File: config.mk
export PLATFORM = sky130hd
export DESIGN_NAME = cwl_cell
export DESIGN_NICKNAME = d
export VERILOG_FILES = /design/src/rtl/card_id_whitelist_table_macros.svh /design/src/rtl/cwl_pkg.sv /design/src/rtl/cwl_cell.sv
export SDC_FILE = /design/constraint.sdc
export NUM_CORES = 1
export LEC_CHECK = 0
export BUFFER_PORTS_ARGS = -buffer_cell sky130_fd_sc_hd__buf_2
export CAP_MARGIN = 10
export CORE_ASPECT_RATIO = 0.8
export CORE_MARGIN = 1
export CORE_UTILIZATION = 45
export CTS_BUF_LIST = sky130_fd_sc_hd__clkbuf_4 sky130_fd_sc_hd__clkbuf_8
export CTS_CLUSTER_SIZE = 25
export DETAILED_ROUTE_END_ITERATION = 10
export GPL_TIMING_DRIVEN = 0
export PLACE_DENSITY = 0.81
export SLEW_MARGIN = 30
export SYNTH_ARGS = -nofsm -noshare
export SYNTH_HDL_FRONTEND = slang
export SYNTH_SLANG_ARGS = --single-unit
File: constraint.sdc
create_clock -name clock -period 10.39 [get_ports clock]
set_input_delay 1.039 -clock clock [delete_from_list [all_inputs] [get_ports clock]]
set_output_delay 1.039 -clock clock [all_outputs]
set_load 0.03 [all_outputs]
File: src/rtl/card_id_whitelist_table_macros.svh
// Assertion macros shared by the whitelist table RTL.
`ifndef CARD_ID_WHITELIST_TABLE_MACROS_SVH
`define CARD_ID_WHITELIST_TABLE_MACROS_SVH

// Property that must hold at every rising clock edge outside reset.
`define CWL_ASSERT(lbl, clk, rst, prop, msg) \
   lbl: assert property (@(posedge clk) disable iff (rst) prop) else $error(msg);

// Cause in one cycle implies effect in the next.
`define CWL_ASSERT_NEXT(lbl, clk, rst, cause, effect, msg) \
   lbl: assert property (@(posedge clk) disable iff (rst) (cause) |=> (effect)) else $error(msg);

`endif

File: src/rtl/cwl_pkg.sv
`default_nettype none
package cwl_pkg;

   localparam int ID_W       = 32;
   localparam int FUNC_W     = 2;
   localparam int SLOT_W     = 6;
   localparam int STATUS_W   = 3;
   localparam int COUNT_W    = 7;
   // wide enough for any table position up to the largest supported table
   localparam int SLOT_MAX_W = 10;

   localparam logic [FUNC_W-1:0] FUNC_FIND   = 2'd0;
   localparam logic [FUNC_W-1:0] FUNC_ADD    = 2'd1;
   localparam logic [FUNC_W-1:0] FUNC_DELETE = 2'd2;
   localparam logic [FUNC_W-1:0] FUNC_READ   = 2'd3;

   localparam logic [STATUS_W-1:0] ST_OK      = 3'd0;
   localparam logic [STATUS_W-1:0] ST_DUP     = 3'd1;
   localparam logic [STATUS_W-1:0] ST_MISSING = 3'd2;
   localparam logic [STATUS_W-1:0] ST_FULL    = 3'd3;
   localparam logic [STATUS_W-1:0] ST_RANGE   = 3'd4;

   // Search token that walks the row of cells, one cell per cycle.
   typedef struct packed {
      logic                  active;
      logic                  found;
      logic [SLOT_MAX_W-1:0] where;
      logic [ID_W-1:0]       rid;
   } token_type;

endpackage
`default_nettype wire

File: src/rtl/cwl_cell.sv
`default_nettype none
module cwl_cell #(
   parameter int CNT_W    = 7,
   parameter int CELL_IDX = 0
) (
   input  logic                         clock,
   input  logic                         reset,
   input  cwl_pkg::token_type           tok_up,
   output cwl_pkg::token_type           tok_down,
   input  logic [cwl_pkg::FUNC_W-1:0]   op_func,
   input  logic [cwl_pkg::ID_W-1:0]     op_id,
   input  logic [cwl_pkg::SLOT_W-1:0]   op_slot,
   input  logic [CNT_W-1:0]             op_count,
   input  logic [cwl_pkg::ID_W-1:0]     next_entry,
   output logic [cwl_pkg::ID_W-1:0]     entry
);
   import cwl_pkg::*;

   logic [ID_W-1:0] entry_ff, entry_in;
   token_type       tok_ff, tok_in;
   logic            in_table;
   logic            match;
   logic            found_now;

   assign in_table = (CELL_IDX < int'(op_count));
   assign match    = tok_up.active && (op_func != FUNC_READ) && in_table &&
                     (entry_ff == op_id) && !tok_up.found;
   assign found_now = tok_up.found | match;

   always_comb begin
      tok_in.active = tok_up.active;
      tok_in.found  = found_now;
      tok_in.where  = match ? SLOT_MAX_W'(CELL_IDX) : tok_up.where;
      tok_in.rid    = tok_up.rid;
      if (tok_up.active && (op_func == FUNC_READ) && in_table &&
          (int'(op_slot) == CELL_IDX)) begin
         tok_in.rid = entry_ff;
      end
   end

   // The neighbour above is still untouched when the token sits here, so a
   // delete pulls its word down one place.
   always_comb begin
      entry_in = entry_ff;
      if (tok_up.active) begin
         case (op_func)
            FUNC_ADD: begin
               if ((CELL_IDX == int'(op_count)) && !found_now) begin
                  entry_in = op_id;
               end
            end
            FUNC_DELETE: begin
               if (found_now) begin
                  entry_in = next_entry;
               end
            end
            default: begin
               entry_in = entry_ff;
            end
         endcase
      end
   end

   always_ff @(posedge clock) begin
      entry_ff <= entry_in;
   end

   always_ff @(posedge clock) begin
      if (reset) begin
         tok_ff <= '0;
      end else begin
         tok_ff <= tok_in;
      end
   end

   assign tok_down = tok_ff;
   assign entry    = entry_ff;

endmodule
`default_nettype wire

# --- Yosys cells after proc, flatten, opt, wreduce, memory -nomap -nowiden ---
# Cells that the tools add are included.
word_totals:
  regBits: 76
  out_inout_bits: 76
  inputBits: 125
op_classes:
  n_reduce_logical: 15
  n_mux: 4
  bitwise_logic: 1
  order_cmp: 1
  n_eq_ne: 7
op_table:
  columns: ["cell", "n"]
  rows:
  - ["two-way mux 32 bit", 3]
  - ["one-hot mux 32 bit (2 select lines)", 1]
  - ["== test 32 bit", 1]
  - ["logical AND 1 bit", 8]
  - ["zero test 7 bit", 1]
  - ["< comparator 1 x 7 -> 1 bit (first input constant)", 1]
  - ["zero test 6 bit", 1]
  - ["!= test 2 bit (second input constant)", 3]
  - ["== test 2 bit (second input constant)", 2]
  - ["AND reduction 4 bit", 1]
  - ["== test 2 x 1 -> 1 bit (second input constant)", 1]
  - ["zero test 1 bit", 2]
  - ["nonzero test 2 bit", 1]
  - ["OR reduction 2 bit", 1]
  - ["OR 1 bit", 1]

# --- Depth between registers and ports, before layout ---
depth:
  ltp_word: 10
  depth_mapped: 6

# --- Worst setup path after synthesis ---
# Ideal clock, no wire load.
synth_path:
  path_type: "input-to-reg"
  startpoint: "in op_id[29] (netlist name)"
  endpoint: "reg entry_ff[0], in the netlist entry[0] (enable)"
  arrival_time_ns: 3.451
  t_required_ns: 9.949
  setup_slack_ns: 6.499
  setup_time_ns: 0.441
  stages: 5
  path_cell_list: "xor2_1 -> nor4_1 -> and4_1 -> nand4_1 -> a31oi_1"
synth_via:
  elab_chain_cells: 8
synth_lines:
  columns: ["element", "line_no", "text"]
  rows:
  - ["from (decl)", "cwl_cell.sv:11", "input logic [cwl_pkg::ID_W-1:0] op_id,"]
  - ["== test 32 bit (*)", "cwl_cell.sv:27", "(entry_ff == op_id) && !tok_up.found;"]
  - ["logical AND 1 bit (*)", "cwl_cell.sv:26", "assign match = tok_up.active && (op_func != FUNC_READ) && in_table &&"]
  - ["logical AND 1 bit (*)", "cwl_cell.sv:27", null]
  - ["OR 1 bit (*)", "cwl_cell.sv:28", "assign found_now = tok_up.found | match;"]
  - ["zero test 1 bit", "cwl_cell.sv:48", "if ((CELL_IDX == int'(op_count)) && !found_now) begin"]
  - ["logical AND 1 bit", "cwl_cell.sv:48", null]
  - ["!= test 2 bit (no line)", null, null]
  - ["AND reduction 4 bit (no line) (*)", null, null]
  - ["to (signal assigned)", "cwl_cell.sv:65", "entry_ff <= entry_in;"]
  - ["to (decl)", "cwl_cell.sv:19", "logic [ID_W-1:0] entry_ff, entry_in;"]
# Mark *: on every way between the ends. The rest lies on a longest branch, timed or not.
# A chain may end at the register's enable or synchronous reset.

# --- Worst setup path after layout ---
layout_path:
  startpoint: "in op_id[22] (netlist name)"
  endpoint: "reg entry_ff[18], in the netlist entry[18] (enable)"
# Same word-level chain as after synthesis.

==> run summary <==
Critical path class -> primary input to register
Crit path max-delay family -> simple AND/OR/NAND/NOR gates
Die ar. -> 7600 um2
DRC violations left -> 0
Global-route total usage across every layer -> 23.1%
Vias -> 2678
Clock root cell -> clkbuf_8
Cells on worst reg2reg path -> 6
Worst path slowest cell -> a31oi_4
Reg2Reg Setup Slack -> 7.72 ns
CTS tree -> done
Gpl congestion -> 0.782
Synth Flop Type -> dfxtp_1
DIE HEIGHT -> 78.2 um
Inserted Clock Buffers -> 9
Avg Inst Size Synth -> 12.8 um2
Max-slew violations -> 0
Setup TNS -> 0 ns
Max VDD drop -> 0.112 mV
Area of the multi-input gates -> 1380 um2
Top Metal Used -> met4
Ys async rst share -> 0%
Setup Fix Bufs, Post-CTS -> 0
Pwr Total -> 0.686 mW
Most common cell after layout, fill and taps aside -> buf_2
Final Cycle Share -> 28.9%
Number of port buffers -> 199
Max clock buf depth -> 2
Clock latency on the worst-skew pair -> 0.34 ns
Achievable frequency -> 333 MHz
Slew Limit Headroom -> 59.9%
Tightest Pin Transition -> 0.601 ns
CP most frequent cell -> nand4_1
RR Endpoint -> entry[18]
CP arrival -> 3.04 ns
Max H-tree Level -> 3
Layout area overhead -> 41.5%
Grt total ovfl -> 0
R2R Path Start -> entry[22]
Max Cap Viol -> 0
Setup crit end kind -> register
Setup crit start kind -> primary input
Drt first pass iters -> 4
EDFF count, synth -> 32
Initial Util -> 46.9%
CTS resizes -> 0
Antenna Nets Post-Route -> 0
Worst-path clk slew -> 0.08 ns
Synthesized netlist cell count -> 255
Met2 WL post-DR -> 4.36 mm
Crit path depth -> 7
Static leakage power -> 2.28 nW
Worst Path Max Fanout -> 19
Final Core Density -> 66.4%
Cell Chain, Critical Path -> buf_2, xnor2_1, nand4_1, nor4_4, nand4_1, a31oi_4, buf_8
P per Cell Area -> 148 nW/um2
Antenna Cells -> 0
Critical path origin -> op_id[22]
Initial DRC Count -> 49
Critical Path RT -> 10.43 ns
Wl on met1 -> 3.66 mm
Commonest cells after routing, fill and taps aside -> buf_2 (202), dfxtp_1 (44), nor2_1 (33)
Register area -> 1840 um2
CTS Hold Bufs -> 0
Ratio of cells with drive above 1 in the final layout -> 55.2%
Core area -> 6960 um2
CP endpoint -> entry[18]
FP Rows -> 27
HPWL Detailed -> 6.78 mm
# IOs -> 201
Yosys reg bits -> 76
Die Wd -> 97.2 um
RSZ-0062 raised after global routing -> false
Synth unique cells -> 29
First-pass GRT wire length -> 13.4 mm
Fin. Hold Viols -> 0
Final Critical Period -> 3.00 ns
Num Clock Sinks -> 76
Mapped Area -> 3270 um2
Worst hold path type -> register to register
Worst Path Buf+Inv -> 2
Final WL -> 8.74 mm
Nets -> 591
Finish-stage setup viols -> 0
Pin count of the biggest net entering global routing -> 20
Status -> finished, final reports clean
Crit path largest cell delay -> 0.48 ns
Antenna violations before repair -> 0
Post-DP Area -> 4400 um2
Worst Skew -> 0.0124 ns
Vias in the first global route -> 2758
Mapped Nets -> 380
Sequential fraction of the synthesis area -> 56.4%
Met3 wire len -> 684 um
Synth warn -> 0
WL/cell -> 15.7 um
Fillers -> 582
Finished Cell Area -> 4620 um2
Via density -> 4.80
-- worst min path at each step --
stage	from	endpoint	slack [ns]	cells after the start
CTS	entry[8]	tok_down[8]	0.57	2
floorplan	entry[29]	tok_down[29]	0.74	2
global placement	entry[31]	tok_down[31]	0.53	2
global route	entry[3]	tok_down[3]	0.60	2
detailed placement	entry[8]	tok_down[8]	0.55	2
finish	entry[25]	tok_down[25]	0.57	2
-- sequential cells by signal, summed over array words and instances (netlist names) --
name and count:
entry 32, tok_down 44
-- per-stage QoR --
stage,hold WS [ns],instances,setup slack (ns)
final,0.569,558,7.39
after CTS,0.574,558,7.42
after global placement,0.534,541,5.26
after floorplan,0.738,255,6.50
after detailed placement,0.554,542,7.07
after global routing,0.596,558,7.37
-- power by group --
part	switching, mW	internal, mW
Sequential	0.00568	0.325
Combinational	0.0606	0.0472
Clock	0.109	0.138
Total	0.175	0.511
-- worst register-to-register path, cell delays in order (launching register included) --
cell and delay (ns):
edfxtp_1 0.44, xnor2_1 0.35, nand4_1 0.23, nor4_4 0.39, nand4_1 0.20, a31oi_4 0.48
buf_8 0.27
-- final cells by class --
cell class	instances	area share, %
timing repair buffer	200	21.9
clock buffer	10	2.84
clock inverter	6	1.92
tap	87	2.36
inverter	2	0.162
buffer	11	1.22
multi-input combinational	166	29.8
sequential	76	39.9
-- synth_stat cells, types with 3 or more instances --
library cell	count	area, um2
and2_1	10	62.6
dfxtp_1	44	881
buf_4	3	22.5
clkbuf_1	4	15.0
xor2_1	4	35.0
mux2_2	32	360
xnor2_1	28	245
nor2_1	33	124
edfxtp_1	32	961
mux2i_1	32	320
nand3_1	3	15.0
buf_2	3	15.0
nand4_1	7	43.8
-- kinds of logic (layout without fill, tap and decap cells) --
group / count (synthesis) / count (layout) / share of synthesized area (%)
muxes: 64 / 64 / 20.8
xor gates and xnor gates: 32 / 32 / 8.58
and+or+nand+nor: 66 / 66 / 10.9
AOI/OAI and AO/OA: 4 / 4 / 1.34
DFF: 76 / 76 / 56.4
buffers and inverters: 13 / 229 / 1.95
-- layer usage --
layer / track usage [%] / vias to the layer above
met3: 8.19 / 4
met2: 41.1 / 113
met5: 0 / -
met4: 5.29 / 0
met1: 26.8 / 1238
li1: - / 1323
Note: power is estimated with default switching activity, not from simulation.
